[src/bbe_pkg.sv]
// ----------------------------------------------------------------------------
// bbe_pkg: shared types and constants of the edge-aware 3x3 box blur
// Line store depth, counter widths and the item passed from front to back.
// ----------------------------------------------------------------------------
`default_nettype none
package bbe_pkg;

   localparam int MAX_WIDTH  = 1024;
   localparam int MAX_HEIGHT = 4096;
   localparam int COL_W      = $clog2(MAX_WIDTH);
   localparam int EW_W       = COL_W + 1;
   localparam int WID_W      = 11;
   localparam int HGT_W      = 13;
   localparam int ROW_W      = 12;
   localparam int PIX_W      = 24;
   localparam int CSR_W      = 13;

   localparam logic CSR_FRAME_WIDTH  = 1'b0;
   localparam logic CSR_FRAME_HEIGHT = 1'b1;

   localparam logic MODE_PIXEL = 1'b0;

   typedef struct packed {
      logic [PIX_W-1:0] pix;
      logic [COL_W-1:0] col;
      logic             emit;
      logic             up;
      logic             down;
      logic             left;
      logic             right;
      logic             last;
   } item_type;

   typedef struct packed {
      logic push;
      logic pos_zero;
   } front_stat_type;

endpackage
`default_nettype wire

[src/bbe_front.sv]
// ----------------------------------------------------------------------------
// bbe_front: accept and classify
// Hold frame size, track input and output positions, drop stray drain
// ticks, and push one work item per kept transfer.
// ----------------------------------------------------------------------------
`default_nettype none
module bbe_front (
   input  wire logic                          clock,
   input  wire logic                          reset,
   input  wire logic                          csr_we,
   input  wire logic                          csr_index,
   input  wire logic [bbe_pkg::CSR_W-1:0]     csr_wdata,
   input  wire logic                          req_tvalid,
   output logic                               req_tready,
   input  wire logic                          req_tuser,
   input  wire logic [23:0]                   req_tdata,
   input  wire logic                          q_full,
   output logic                               q_push,
   output bbe_pkg::item_type                  q_item,
   output bbe_pkg::front_stat_type            stat
);

   logic [bbe_pkg::WID_W-1:0] width_ff;
   logic [bbe_pkg::HGT_W-1:0] height_ff;
   logic [bbe_pkg::COL_W-1:0] in_col_ff, in_col_in;
   logic [bbe_pkg::HGT_W-1:0] in_row_ff, in_row_in;
   logic [bbe_pkg::COL_W-1:0] out_col_ff, out_col_in;
   logic [bbe_pkg::ROW_W-1:0] out_row_ff, out_row_in;

   logic [bbe_pkg::EW_W-1:0]  eff_w;
   logic [bbe_pkg::HGT_W-1:0] eff_h;
   logic                      drain, take, emit, in_eol, out_eol;

   always_comb begin
      if (width_ff == '0) begin
         eff_w = bbe_pkg::EW_W'(1);
      end else if (int'(width_ff) > bbe_pkg::MAX_WIDTH) begin
         eff_w = bbe_pkg::EW_W'(bbe_pkg::MAX_WIDTH);
      end else begin
         eff_w = bbe_pkg::EW_W'(width_ff);
      end
      if (height_ff == '0) begin
         eff_h = bbe_pkg::HGT_W'(1);
      end else if (int'(height_ff) > bbe_pkg::MAX_HEIGHT) begin
         eff_h = bbe_pkg::HGT_W'(bbe_pkg::MAX_HEIGHT);
      end else begin
         eff_h = height_ff;
      end
   end

   assign req_tready = !q_full;
   assign drain      = (in_row_ff >= eff_h);
   assign take       = req_tvalid && req_tready;
   assign q_push     = take && (drain || (req_tuser == bbe_pkg::MODE_PIXEL));
   assign emit       = (in_row_ff >= bbe_pkg::HGT_W'(2))
                    || ((in_row_ff == bbe_pkg::HGT_W'(1)) && (in_col_ff != '0));
   assign in_eol     = ({1'b0, in_col_ff} + bbe_pkg::EW_W'(1)) >= eff_w;
   assign out_eol    = ({1'b0, out_col_ff} + bbe_pkg::EW_W'(1)) >= eff_w;

   always_comb begin
      q_item.pix   = drain ? '0 : req_tdata;
      q_item.col   = in_col_ff;
      q_item.emit  = emit;
      q_item.up    = (out_row_ff != '0);
      q_item.down  = ({1'b0, out_row_ff} + bbe_pkg::HGT_W'(1)) < eff_h;
      q_item.left  = (out_col_ff != '0);
      q_item.right = !out_eol;
      q_item.last  = out_eol && (({1'b0, out_row_ff} + bbe_pkg::HGT_W'(1)) == eff_h);

      in_col_in  = in_col_ff;
      in_row_in  = in_row_ff;
      out_col_in = out_col_ff;
      out_row_in = out_row_ff;
      if (emit && q_item.last) begin
         in_col_in  = '0;
         in_row_in  = '0;
         out_col_in = '0;
         out_row_in = '0;
      end else begin
         if (emit) begin
            if (out_eol) begin
               out_col_in = '0;
               out_row_in = out_row_ff + bbe_pkg::ROW_W'(1);
            end else begin
               out_col_in = out_col_ff + bbe_pkg::COL_W'(1);
            end
         end
         if (in_eol) begin
            in_col_in = '0;
            in_row_in = in_row_ff + bbe_pkg::HGT_W'(1);
         end else begin
            in_col_in = in_col_ff + bbe_pkg::COL_W'(1);
         end
      end
   end

   always_ff @(posedge clock) begin
      if (reset) begin
         width_ff   <= bbe_pkg::WID_W'(640);
         height_ff  <= bbe_pkg::HGT_W'(480);
         in_col_ff  <= '0;
         in_row_ff  <= '0;
         out_col_ff <= '0;
         out_row_ff <= '0;
      end else if (csr_we) begin
         // a register write abandons the frame in progress
         if (csr_index == bbe_pkg::CSR_FRAME_WIDTH) begin
            width_ff <= csr_wdata[bbe_pkg::WID_W-1:0];
         end else begin
            height_ff <= csr_wdata;
         end
         in_col_ff  <= '0;
         in_row_ff  <= '0;
         out_col_ff <= '0;
         out_row_ff <= '0;
      end else if (q_push) begin
         in_col_ff  <= in_col_in;
         in_row_ff  <= in_row_in;
         out_col_ff <= out_col_in;
         out_row_ff <= out_row_in;
      end
   end

   assign stat.push     = q_push;
   assign stat.pos_zero = (in_col_ff == '0) && (in_row_ff == '0)
                       && (out_col_ff == '0) && (out_row_ff == '0);

endmodule
`default_nettype wire

[config.mk]
export PLATFORM = sky130hd
export DESIGN_NAME = bbe_front
export DESIGN_NICKNAME = d
export VERILOG_FILES = /design/src/bbe_pkg.sv /design/src/bbe_front.sv
export SDC_FILE = /design/constraint.sdc
export NUM_CORES = 1
export LEC_CHECK = 0
export BUFFER_PORTS_ARGS = -buffer_cell sky130_fd_sc_hd__buf_2
export CAP_MARGIN = 10
export CORE_UTILIZATION = 61
export DETAILED_ROUTE_END_ITERATION = 6
export GPL_ROUTABILITY_DRIVEN = 1
export PLACE_DENSITY = 0.86
export SYNTH_ARGS = -nofsm -noshare
export SYNTH_HDL_FRONTEND = slang
export SYNTH_SLANG_ARGS = --single-unit
[constraint.sdc]
create_clock -name clock -period 8.3 [get_ports clock]
set_input_delay 1.245 -clock clock [delete_from_list [all_inputs] [get_ports clock]]
set_output_delay 1.245 -clock clock [all_outputs]
set_load 0.02 [all_outputs]
After elaboration in Yosys (flattened, before gate mapping):

Cells that the tools add are included.

* memory bits (writable): 0
* output and inout port bits: 44
* latch bits: 0
* memories kept: 0
* ROM bits: 0
* bits in registers: 69
* word-level logic and storage cells: 69

* divide/modulo/power cells: 0
* equality and inequality tests: 2
* shift-type cells: 0
* multiply operators: 0
* order comparisons: 7
* bitwise gates (word level): 2
* muxes and demuxes: 15
* reduce and logical (&&, ||, !) cells: 30
* $add $sub $neg: 7

Operators with widths (number)
* 13-bit two-way mux: 4
* 10-bit two-way mux: 5
* 12-bit two-way mux: 3
* 13-bit zero test: 2
* 24-bit two-way mux: 1
* 10-bit by 1-bit adder with 11-bit output, second input constant: 2
* 11-bit greater-or-equal comparator: 2
* 11-bit two-way mux: 2
* 10-bit by 1-bit adder with 10-bit output, second input constant: 2
* 10-bit zero test: 2
* 10-bit nonzero test: 2
* 12-bit by 1-bit adder with 13-bit output, second input constant: 1
* 13-bit by 1-bit adder with 13-bit output, second input constant: 1
* 13-bit by 1-bit == test with 1-bit output, second input constant: 1
* 13-bit == test: 1
* 13-bit greater-or-equal comparator: 1
* 13-bit by 2-bit greater-or-equal comparator with 1-bit output, second input constant: 1
* 13-bit greater-than comparator, second input constant: 1
* 13-bit < comparator: 1
* 12-bit by 1-bit adder with 12-bit output, second input constant: 1
* 12-bit zero test: 1
* 12-bit nonzero test: 1
* 11-bit greater-than comparator, second input constant: 1
* 11-bit zero test: 1
* other kinds (8): 23

Logic depth before layout (Yosys ltp):

* word-level depth: 8
* depth in mapped cells: 14
* gate-level depth less buffers: 13

Worst setup path after synthesis:

OpenSTA, ideal clock, no wires.

* path type: register -> output
* from: register out_col_ff[0] (netlist name)
* to: output port q_item[0] (netlist name)
* stages on the path, launching flop included: 14
* buffers on the path: 1
* required time: 7055 ps
* arrival time: 3022 ps
* path slack: 4033 ps
* path through: dfxtp_1 -> ha_1 -> and3_1 -> and3_1 -> and3_1 -> and3_1 -> ha_1 -> nand4_1 -> nor3_1 -> a21oi_1 -> nand2_1 -> clkbuf_1 -> inv_1 -> nor2_1

RTL lines
* start, declared: RTL line bbe_front.sv:27 `logic [bbe_pkg::COL_W-1:0] out_col_ff, out_col_in;`
* start signal, assigned: RTL line bbe_front.sv:119 `out_col_ff <= out_col_in;`
* end, declared: RTL line bbe_front.sv:19 `output bbe_pkg::item_type q_item,`

==> summary.md <==
| Metric | Value |
|---|---|
| First-pass GRT wire length | `21.3 mm` |
| Placed instance area | `5330 sq um` |
| Commonest non-fill, non-tap cell in the layout | `nand2_1` |
| Slew Limit Headroom | `21.5%` |
| Hold_sp | `height_ff[0]` |
| Max Clock Freq | `206 MHz` |
| Min-delay worst type | `reg2reg` |
| CTS tree | `built` |
| Antenna Cells | `0` |
| Vias in the first global route | `4543` |
| Vias/cell | `around 6` |
| Layout cells sized above 1 | `16.2%` |
| EDFF count, synth | `0` |
| Final Setup Violations | `0` |
| Yosys reg bits | `69` |
| Setup CP Type | `reg2out` |
| Hold path endpoint | `height_ff[0]` |
| Total CTS buffers | `9` |
| Sink Count | `69` |
| Placer Congestion | `around 0.94` |
| Drt total wl | `13.0 mm` |
| Slew @ Worst Pin | `~1.2 ns` |
| Min Clock Period, post-route | `4.86 ns` |
| Max Cap Violations | `0` |
| # IOs | `88` |
| Crit. End Element | `output port` |
| Worst path cell trace | `ha_1, and3_1, and3_1, and3_1, and3_1, ha_1, nand4_1, nor3_1, a21oi_1, nand2_1, inv_1, nor2_1, buf_2` |
| Die area | `about 8400 sq um` |
| FF-to-FF setup slack | `4.05 ns` |
| ANT nets after route | `0` |
| Via count | `4880` |
| Clock Latency Late Sink | `0.35 ns` |
| Worst vdd ir | `between 0.1 and 0.15 mV` |
| Post-CTS sizing | `0` |
| RR Endpoint | `out_row_ff[8]` |
| CTS Buffer Depth | `2` |
| GRT Total Usage | `31.5%` |
| Period utilization | `between 50% and 60%` |
| DRC violations left | `0` |
| PwrDens | `roughly 130 nW/um^2` |
| Reg clk slew, reported paths | `approximately 0.09 ns` |
| Area grow syn2layout | `13.4%` |
| Routed WL per cell | `approximately 16 um` |
| CORE AREA | `a little under 8000 sq um` |
| IO buf count | `just under 90` |
| Starting Density | `63.2%` |
| Worst Path Arrival | `3.61 ns` |
| Leading cell types in the layout, fill and taps excluded | `nand2_1, buf_2, dfxtp_1` |
| Nets | `800` |
| Sequential area share after synthesis | `28.3%` |
| Most Frequent Cell on Critical Path | `and3_1` |
| Synth Warn # | `0` |
| Syn_nets | `728` |
| DR iter-0 viols | `307` |
| Skew final | `0.0151 ns` |
| RR Startpoint | `out_col_ff[0]` |
| Final hold violation count | `0` |
| DR pass1 iterations | `5` |
| Post-DP HPWL | `9.92 mm` |
| Initial antenna violation count | `0` |
| Worst path max stage delay | `0.46 ns` |
| Leakage | `around 0.0025 uW` |
| Root Driver | `clkbuf_8` |
| Reg2Reg Depth | `13` |
| Total grt overflow | `0` |
| Row count | `32` |
| Required time of the critical path | `7.05 ns` |
| Synth Instances | `626` |
| Max Slew Vio Count | `0` |
| Post-route setup TNS | `0 ns` |
| Syn Area/Cell | `7.81 sq um` |
| H-tree levels | `3` |
| Largest net degree at the start of global routing | `27` |
| Status | `finished clean` |
| Hold depth | `2` |
| FFs w/ async S/R, synth | `0%` |
| Cell variety after synth | `56` |
| Die W | `91.5 um` |
| Prevailing post-synth register cell | `dfxtp_1` |
| Die Height | `91.5 um` |
| Design area | `5540 sq um` |
| CP max stage cell | `nand2_1` |
| Critical Path Fanout Max | `17` |
| Netlist area before placement | `4890 sq um` |
| Critical Path Source Type | `register` |
| Hold buffer count at CTS | `0` |
| # Post-CTS Setup Buffers | `0` |
| RSZ-0062 raised after global routing | `false` |
| Tot Pwr | `around 730 uW` |
==> power breakdown <==
| group | total, uW | switching (uW) | leakage, uW | internal, uW |
|---|---|---|---|---|
| logic | 94.6 | 59.5 | 0.00182 | 35.0 |
| registers | 343 | 6.18 | 0.000559 | 337 |
| clock network | 291 | 148 | 0.000101 | 143 |
==> worst max path at each step <==
| stage | start | end | slack [ns] | cells past startpoint |
|---|---|---|---|---|
| finish | out_col_ff[0] | q_item[0] | 3.44 | 13 |
| global route | out_col_ff[0] | q_item[0] | 3.19 | 13 |
| CTS | height_ff[12] | q_item[20] | 3.48 | 9 |
| detailed placement | height_ff[12] | q_item[20] | 3.87 | 9 |
| global placement | out_col_ff[0] | q_item[0] | 4.06 | 13 |
| floorplan | out_col_ff[0] | q_item[0] | 4.03 | 13 |
==> synth_stat cells, drive strengths merged, types with 6 or more instances <==
cell	number	area [sq um]
nand2	114	428
dfxtp	69	1380
ha	58	726
a21oi	47	239
nand3	41	205
and2	27	169
nor2	24	90.1
clkbuf	22	82.6
o21ai	22	110
xor2	21	184
inv	18	67.6
and3	17	106
nor3	14	70.1
nand4	12	75.1
nor4	11	75.1
xnor2	11	96.3
nand3b	8	60.1
a32o	7	70.1
nor3b	7	52.6
o211ai	7	52.6
o31ai	7	52.6
buf	6	46.3
==> flip-flops by register name, indices dropped and copies added, names as in the netlist <==
register,cells
out_row_ff,12
in_row_ff,13
width_ff,11
in_col_ff,10
height_ff,13
out_col_ff,10
==> critical path, delay by kind of cell, from the launching register on <==
family / cells / cell delay, ns
adder cells (fa/ha/maj): 2 / 0.57
flip-flops: 1 / 0.37
buffers and inverters: 2 / 0.34
AO/OA/AOI/OAI: 1 / 0.12
AND/OR/NAND/NOR: 8 / 1.85
==> cell type report <==
cell class / instances / area, sq um
tap: 102 / 128
fill: 644 / 2190
sequential: 69 / 1380
clock buffer: 9 / 124
clock inverter: 7 / 81.3
timing repair buffer: 89 / 450
multi-input combinational: 510 / 3300
inverter: 19 / 71.3
==> metrics by stage <==
stage	worst slack, ns	instances	utilization, %	hold slack [ns]
3_3_place_gp	4.06	788	68.9	0.460
3_5_place_dp	3.87	788	68.9	0.464
2_1_floorplan	4.03	626	-	0.436
6_report	3.44	805	71.7	0.476
5_1_grt	3.19	805	71.7	0.500
4_1_cts	3.48	804	71.6	0.477
==> per-layer routing <==
layer  GRT usage, %  wire (um)
met1           42.3       5810
met2           51.5       6130
met3           5.70        876
met4           8.73        148
met5              0          0
==> cells by family after synthesis <==
kind of cell,count (synthesis),share of synthesized area (%)
and+or+nand+nor,302,31.2
xor gates and xnor gates,32,5.74
adders and majority gates,58,14.9
buffers and inverters,47,4.10
DFF,69,28.3
muxes,3,0.640
AOI/OAI and AO/OA,115,15.2
(Power assumes the default switching activity.)
