$ cat src/bbe_pkg.sv
// ----------------------------------------------------------------------------
// bbe_pkg: shared types and constants of the edge-aware 3x3 box blur
// Line store depth, counter widths and the item passed from front to back.
// ----------------------------------------------------------------------------
`default_nettype none
package bbe_pkg;

   localparam int MAX_WIDTH  = 1024;
   localparam int MAX_HEIGHT = 4096;
   localparam int COL_W      = $clog2(MAX_WIDTH);
   localparam int EW_W       = COL_W + 1;
   localparam int WID_W      = 11;
   localparam int HGT_W      = 13;
   localparam int ROW_W      = 12;
   localparam int PIX_W      = 24;
   localparam int CSR_W      = 13;

   localparam logic CSR_FRAME_WIDTH  = 1'b0;
   localparam logic CSR_FRAME_HEIGHT = 1'b1;

   localparam logic MODE_PIXEL = 1'b0;

   typedef struct packed {
      logic [PIX_W-1:0] pix;
      logic [COL_W-1:0] col;
      logic             emit;
      logic             up;
      logic             down;
      logic             left;
      logic             right;
      logic             last;
   } item_type;

   typedef struct packed {
      logic push;
      logic pos_zero;
   } front_stat_type;

endpackage
`default_nettype wire

$ cat src/bbe_queue.sv
// ----------------------------------------------------------------------------
// bbe_queue: two-entry item queue
// Decouple the classifying front from the arithmetic back.
// ----------------------------------------------------------------------------
`default_nettype none
module bbe_queue (
   input  wire logic              clock,
   input  wire logic              reset,
   input  wire logic              push,
   input  wire bbe_pkg::item_type push_item,
   output logic                   full,
   input  wire logic              pop,
   output logic                   head_valid,
   output bbe_pkg::item_type      head_item
);

   bbe_pkg::item_type ent_ff [2];
   logic              wr_ptr_ff, rd_ptr_ff;
   logic [1:0]        cnt_ff;

   assign full       = (cnt_ff == 2'd2);
   assign head_valid = (cnt_ff != 2'd0);
   assign head_item  = ent_ff[rd_ptr_ff];

   always_ff @(posedge clock) begin
      if (push) begin
         ent_ff[wr_ptr_ff] <= push_item;
      end
   end

   always_ff @(posedge clock) begin
      if (reset) begin
         wr_ptr_ff <= 1'b0;
         rd_ptr_ff <= 1'b0;
         cnt_ff    <= 2'd0;
      end else begin
         if (push) begin
            wr_ptr_ff <= !wr_ptr_ff;
         end
         if (pop) begin
            rd_ptr_ff <= !rd_ptr_ff;
         end
         case ({push, pop})
            2'b10:   cnt_ff <= cnt_ff + 2'd1;
            2'b01:   cnt_ff <= cnt_ff - 2'd1;
            default: cnt_ff <= cnt_ff;
         endcase
      end
   end

endmodule
`default_nettype wire

$ cat config.mk
export PLATFORM = sky130hd
export DESIGN_NAME = bbe_queue
export DESIGN_NICKNAME = d
export VERILOG_FILES = /design/src/bbe_pkg.sv /design/src/bbe_queue.sv
export SDC_FILE = /design/constraint.sdc
export NUM_CORES = 1
export LEC_CHECK = 0
export ABC_CLOCK_PERIOD_IN_PS = 3550
export BUFFER_PORTS_ARGS = -buffer_cell sky130_fd_sc_hd__buf_2
export CAP_MARGIN = 20
export CORE_ASPECT_RATIO = 0.75
export CORE_UTILIZATION = 51
export DETAILED_ROUTE_END_ITERATION = 6
export PLACE_DENSITY = 0.77
export SYNTH_ARGS = -nofsm -noshare
export SYNTH_HDL_FRONTEND = slang
export SYNTH_SLANG_ARGS = --single-unit
$ cat constraint.sdc
create_clock -name clock -period 3.55 [get_ports clock]
set_input_delay 0.71 -clock clock [delete_from_list [all_inputs] [get_ports clock]]
set_output_delay 0.71 -clock clock [all_outputs]
set_load 0.1 [all_outputs]
# Word level (Yosys, flattened, before mapping)
# Memory sizes are Yosys's and may differ from the RTL's. A register that Yosys moved wholly into a read port is not among the register bits.
# Index checks and enable logic that the tools add are counted.
[op_classes] eq_ne=3 reduce_logical=4 n_mux=5 add_sub_neg=2
[ops] operator="$eq A2 B2 Y1 const B" count=2
[ops] operator="$mux W1" count=4
[ops] operator="$pmux W2 S2" count=1
[ops] operator="$reduce_bool A2 Y1" count=2
[ops] operator="$add A2 B1 Y2 const B" count=1
[ops] operator="$eq A2 B1 Y1 const B" count=1
[ops] operator="$logic_not A1 Y1" count=2
[ops] operator="$sub A2 B1 Y2 const B" count=1
[word_totals] wordCells=18 mem_bits_rw=80 n_memories=1 register_bits=4 output_inout_bits=42
[memory_table] memory="ent_ff" depth=2 width=40 rd=1 rd_ports_with_merged_regs=1 write_ports=1 line_no="bbe_queue.sv:17" rtl="bbe_pkg::item_type ent_ff [2];"

# Depth between registers and ports, before layout
# Gate-level depths: netlist (run 1).
[logic_depth] depth_word=3 ltp_mapped=5 mapped_depth_nobuf=5

# Least setup slack after synthesis (run 1)
# No wires, ideal clock.
[synth_path] path_kind="input port to flip-flop" from="in push" to="mem ent_ff[0][0] (netlist bit) (enable)" arrival_time_ns=2.449 cell_stages=2 path_slack_ns=0.662 t_required_ns=3.112 path_cell_list="inv_1 -> nor2_1"
[synth_via] elab_chain_cells=2
[synth_lines] element="start, declared" line_no="bbe_queue.sv:9" rtl="input wire logic push,"
[synth_lines] element="$mux W1" line_no="bbe_queue.sv:26" rtl="if (push) begin"
[synth_lines] element="$mux W1 (not written as such)" line_no="bbe_queue.sv:27" rtl="ent_ff[wr_ptr_ff] <= push_item;"
[synth_lines] element="end, declared" line_no="bbe_queue.sv:17"
# Every way passes these cells.

==> flow_summary.yaml, run 1 <==
run_status:
  outcome: "complete, no violations"
grt:
  grt_usage_pct: 15.8
  grt_pass1_wl_microns: 7370
  overflow: 0
  antenna_found_initial: 0
  grt_max_degree: 41
  grt_pass1_vias: 1585
worst_setup_path:
  worstPathArrival_ps: 1950
  cp_slowest_cell: "dfxtp_2"
  timing.critical_path.to_type: "output pin"
  cp_data_required_time_ps: 2840
  crit_family: "buffers and inverters"
  r2r-start: "wr_ptr_ff"
  critPathLaunchType: "flip-flop"
  worst-path-max-fanout: 29
  crit_buf_inv: 2
  worstPathCellList: "buf_4, mux2_2, buf_2"
  cpPeakStageDelay_ps: 500
  critPathKind: "flip-flop to output pin"
timing:
  hold_slack_ps: 510
  rsz0062_at_grt: "no"
  hold_viol_final: 0
  skew_ps: 6.60
  min_period_ps: 2660
  slew_viol_final: 0
  period_share_pct: 75.0
  fmax_mhz: 376
  relSlewSlack_pct: 33.8
  worst_slew_pin_slew_ps: 993
  finalSetupTns_ps: 0
  setup_viol_count_final: 0
routing:
  post_drt_wl_per_cell_microns: 14.8
  first_iter_violations: 110
  drc: 0
  viasPerCell: 4.93
  drt.antenna.violating_nets: 0
  drt_pass1_iterations: 4
  vias: 1589
  wl_microns: 4780
synthesis:
  syn_avg_cell_area_sq_um: 21.1
  synth_warnings: 0
  ys_types: 15
  synthesis.nets: 191
  synthCells: 146
  synth_seq_area_share_pct: 81.2
  synth_seq_cells: 85
  netlist_area_sq_mm: 0.00308
clocking:
  clk_pin_slew_ps: 70
  clock-sinks: 85
  clk_latency_ps: 340
  hold_buffers: 0
  cts_resized: 0
  cts_max_level: 3
  postCtsSetupBuffers: 0
  clockBufferDepth: 2
  clockRootBuffer: "clkbuf_8"
  numCtsBuffers: 9
  cts_tree: "yes"
final_layout:
  layout_commonest_cell: "buf_2"
  fin_util_pct: 64.6
  antenna_cells: 0
  mostFrequentLayoutCells: "85 x buf_2, 80 x edfxtp_1, 40 x mux2_2"
  final_cells: 322
  syn_to_final_growth_pct: 22.2
  nNetsFinal: 285
  num-fill-cells: 425
  drive_gt1_share_pct: 59.8
power_and_ir_drop:
  ir_drop_mv: 0.360
  p_total_uw: 2340
  power_leakage_uw: 0.00143
  powerDensity_mw_per_mm2: 622
floorplanning:
  die_w_microns: 91.7
  die_h_microns: 69.3
  core_sq_mm: 0.00583
  ioPinCount: 86
  rows: 24
  fp.dieArea_sq_mm: 0.00636
  initial_utilization_pct: 52.9
min_path:
  min_path_type: "flip-flop to flip-flop"
  holdCritStartpoint: "cnt_ff[1]"
placement:
  dp_cells: 307
  port_buffers: 85
  hpwl_microns: 3100
  place_congestion: 0.692
run:
  maxCapViolCount: 0
==> path summary, 6_finish.rpt <==
path	end	slack [ps]	cells after the start
setup / recovery	head_item[3]	890	3
setup reg to reg	ent_ff[1][7]	1910	1
hold reg to reg	cnt_ff[1]	510	2
hold / removal	cnt_ff[1]	510	2
==> area by class of cell <==
type | instances | area [sq um] | share of cell area [%]
inverters | 1 | 3.75 | 0.0997
clock inverters | 5 | 28.8 | 0.764
well taps | 78 | 97.6 | 2.59
multi-input cells | 56 | 563 | 15.0
clock buffers | 10 | 128 | 3.39
repair buffers | 87 | 440 | 11.7
flip-flops and latches | 85 | 2500 | 66.5
==> state kept, by name, indices dropped and copies added (netlist names), named ones only <==
register,flops
cnt_ff,2
rd_ptr_ff,1
wr_ptr_ff,1
ent_ff,80
==> per-layer routing <==
metal  global-route usage [%]  vias to the layer above  part of all wire, %
li1                         -                      752                    -
met1                     19.5                      761                   45
met2                     24.5                       72                   46
met3                     8.55                        4                  8.8
met4                     4.17                        0                 0.61
met5                        0                        -                    0
==> Yosys cell counts, drive strengths merged <==
library cell / n / area (sq um)
buf: 4 / 20.0
or2: 1 / 6.26
and2: 1 / 6.26
edfxtp: 80 / 2400
o21ai: 1 / 5.00
and2b: 1 / 8.76
inv: 1 / 3.75
xnor2: 3 / 26.3
ha: 1 / 12.5
dfxtp: 5 / 100
or3: 1 / 6.26
xor2: 1 / 8.76
a21oi: 1 / 5.00
mux2: 40 / 450
nor2: 5 / 18.8
==> logic make-up after synthesis <==
| kind of cell | Yosys count | share of synthesized area (%) |
|---|---|---|
| AOI/OAI and AO/OA | 2 | 0.325 |
| xor gates and xnor gates | 4 | 1.14 |
| adders and majority gates | 1 | 0.406 |
| buffers and inverters | 5 | 0.772 |
| DFF | 85 | 81.2 |
| muxes | 40 | 14.6 |
| and+or+nand+nor | 9 | 1.50 |
==> through the flow <==
step / area, sq um / setup WS, ps
global route: 3760 / 768
floorplan: 3080 / 662
detailed placement: 3610 / 1220
finish: 3760 / 888
global placement: 3610 / 1230
CTS: 3760 / 845
==> worst min-delay path: stages (launching register included) <==
cell and delay, ps:
dfxtp_1 330, o21ai_0 70, a21oi_1 60
==> report_power, final <==
group	switching (uW)	total, uW	internal (uW)
Clock	304	550	246
Sequential	21.2	1190	1170
Combinational	491	606	115
Note: power is estimated with default switching activity, not from simulation.
==> run 2, diff against run 1 <==
--- a/config.mk
+++ b/config.mk
@@ -5,13 +5,13 @@
 export SDC_FILE = /design/constraint.sdc
 export NUM_CORES = 1
 export LEC_CHECK = 0
-export ABC_CLOCK_PERIOD_IN_PS = 3550
+export ABC_CLOCK_PERIOD_IN_PS = 2300
 export BUFFER_PORTS_ARGS = -buffer_cell sky130_fd_sc_hd__buf_2
 export CAP_MARGIN = 20
 export CORE_ASPECT_RATIO = 0.75
-export CORE_UTILIZATION = 51
+export CORE_UTILIZATION = 46
 export DETAILED_ROUTE_END_ITERATION = 6
-export PLACE_DENSITY = 0.77
+export PLACE_DENSITY = 0.74
 export SYNTH_ARGS = -nofsm -noshare
 export SYNTH_HDL_FRONTEND = slang
 export SYNTH_SLANG_ARGS = --single-unit
==> constraint.sdc (replaced) <==
create_clock -name clock -period 2.3 [get_ports clock]
set_input_delay 0.46 -clock clock [delete_from_list [all_inputs] [get_ports clock]]
set_output_delay 0.46 -clock clock [all_outputs]
set_load 0.1 [all_outputs]
==> flow_summary.yaml, run 2 (same netlist as run 1, synthesis figures left out) <==
final_layout:
  largest_reg_flops: 80
  nNetsFinal: 289
  final_cells: 330
  num-fill-cells: 435
  mostFrequentLayoutCells: "80 x edfxtp_1, 45 x buf_2, 40 x mux2_2, 40 x buf_12, 9 x clkbuf_8"
  largest-register: "ent_ff"
  antenna_cells: 0
  top_regs: "ent_ff: 80 flops, cnt_ff: 2 flops"
  drive_gt1_share_pct: 59.8
  layout_commonest_cell: "edfxtp_1"
  syn_to_final_growth_pct: 44.5
timing:
  min_period_ps: 2040
  relSlewSlack_pct: 68.0
  finalSetupTns_ps: 0
  hold_viol_final: 0
  slew_viol_final: 0
  period_share_pct: 88.6
  setup_viol_count_final: 0
  fmax_mhz: 491
  skew_ps: 5.67
  fin_ws_ps: 262
  rsz0062_at_grt: "no"
  worst_slew_pin_slew_ps: 483
power_and_ir_drop:
  power_frac_clock_pct: 26.3
  p_sw_uw: 1330
  power_leakage_uw: 0.00168
  ir_drop_mv: 0.517
  internal-power_uw: 2840
  powerDensity_mw_per_mm2: 937
  seq_power_share_pct: 43.8
  p_sw_share_pct: 31.9
  combPwrFrac_pct: 29.9
clocking:
  cts_tree: "yes"
  clockRootBuffer: "clkbuf_8"
  cts_max_level: 3
  clk_latency_ps: 340
  clock-sinks: 85
  numCtsBuffers: 9
  cts_resized: 0
  hold_buffers: 0
  clockBufferDepth: 2
  clk_pin_slew_ps: 80
  postCtsSetupBuffers: 0
worst_setup_path:
  timing.critical_path.to_type: "output pin"
  critPathKind: "flip-flop to output pin"
  crit_buf_inv: 2
  cp_data_required_time_ps: 1840
  worstPathCellList: "buf_4, mux2_2, buf_12"
  cpPeakStageDelay_ps: 420
  worstPathArrival_ps: 1580
  cp_slowest_cell: "mux2_2"
  worst-path-max-fanout: 25
  critPathLaunchType: "flip-flop"
  crit_family: "buffers and inverters"
routing:
  viasPerCell: 4.85
  drt_pass1_iterations: 4
  drt.antenna.violating_nets: 0
  vias: 1601
  drc: 0
  wl_microns: 5450
  post_drt_wl_per_cell_microns: 16.5
  first_iter_violations: 66
floorplanning:
  ioPinCount: 86
  rows: 25
  die_w_microns: 96.5
  die_h_microns: 72.9
  initial_utilization_pct: 48.3
  core_sq_mm: 0.00638
  fp.dieArea_sq_mm: 0.00703
run:
  maxCapViolCount: 0
min_path:
  min_path_type: "input pin to flip-flop"
grt:
  grt_max_degree: 26
  antenna_found_initial: 0
  grt_pass1_wl_microns: 8180
  grt_pass1_vias: 1663
  overflow: 0
  grt_usage_pct: 16.7
placement:
  place_congestion: 0.679
  hpwl_microns: 3820
  port_buffers: 85
  dp_cells: 314
  place_ws_ps: 622
run_status:
  outcome: "complete, no violations"
[run 2: cell types whose count changed in the layout (fill, tap and decap cells not counted), sizes merged]
cell / change
buf: +4
clkinv: -4
bufinv: +2
clkbuf: +2
clkinvlp: +1
[run 2: worst reg2reg max path: cells and delay by family (launching register included)]
family	cells	cell delay (ps)
flops	1	420
buf+inv	1	300
simple gates	1	180
[run 2: layer usage]
metal	GRT usage (%)	share of wire [%]	wire [microns]
met4	5.88	1.0	57
met5	0	0	0
met3	8.13	7.8	424
met2	26.1	49	2650
met1	20.4	43	2320
[run 2: path summary, 6_finish.rpt]
| kind | start | to | slack [ps] | cells past startpoint |
|---|---|---|---|---|
| min | push_item[9] | ent_ff[1][9] | 300 | 1 |
| max reg2reg | wr_ptr_ff | ent_ff[1][36] | 1070 | 2 |
| max | flip-flop | head_item[17] | 260 | 3 |
| min reg2reg | cnt_ff[1] | cnt_ff[1] | 520 | 2 |
[run 2: area by class of cell]
| class | instances | area, sq um | area share, % |
|---|---|---|---|
| Tap cell | 81 | 101 | 2.28 |
| Inverter | 1 | 3.75 | 0.0843 |
| Clock buffer | 12 | 135 | 3.04 |
| Sequential cell | 85 | 2500 | 56.3 |
| Timing Repair Buffer | 91 | 1070 | 24.1 |
| Clock inverter | 4 | 72.6 | 1.63 |
| Multi-Input combinational cell | 56 | 563 | 12.7 |
[run 2: power groups by stage]
stage               Clock (uW)  Sequential (uW)  Combinational (uW)
global route              1190             1830                1280
CTS                       1120             1830                1260
detailed placement           0             1860                1250
finish                    1100             1830                1250
global placement             0             1850                1240
floorplan                    0             1850                 797
[run 2: metrics by stage]
step	util, %	cell area, sq um	hold slack, ps	total power, uW
floorplan	-	3080	456	2650
detailed placement	66.5	4240	510	3110
CTS	69.7	4450	281	4210
global route	69.7	4450	271	4310
global placement	66.5	4240	482	3100
finish	69.7	4450	296	4170
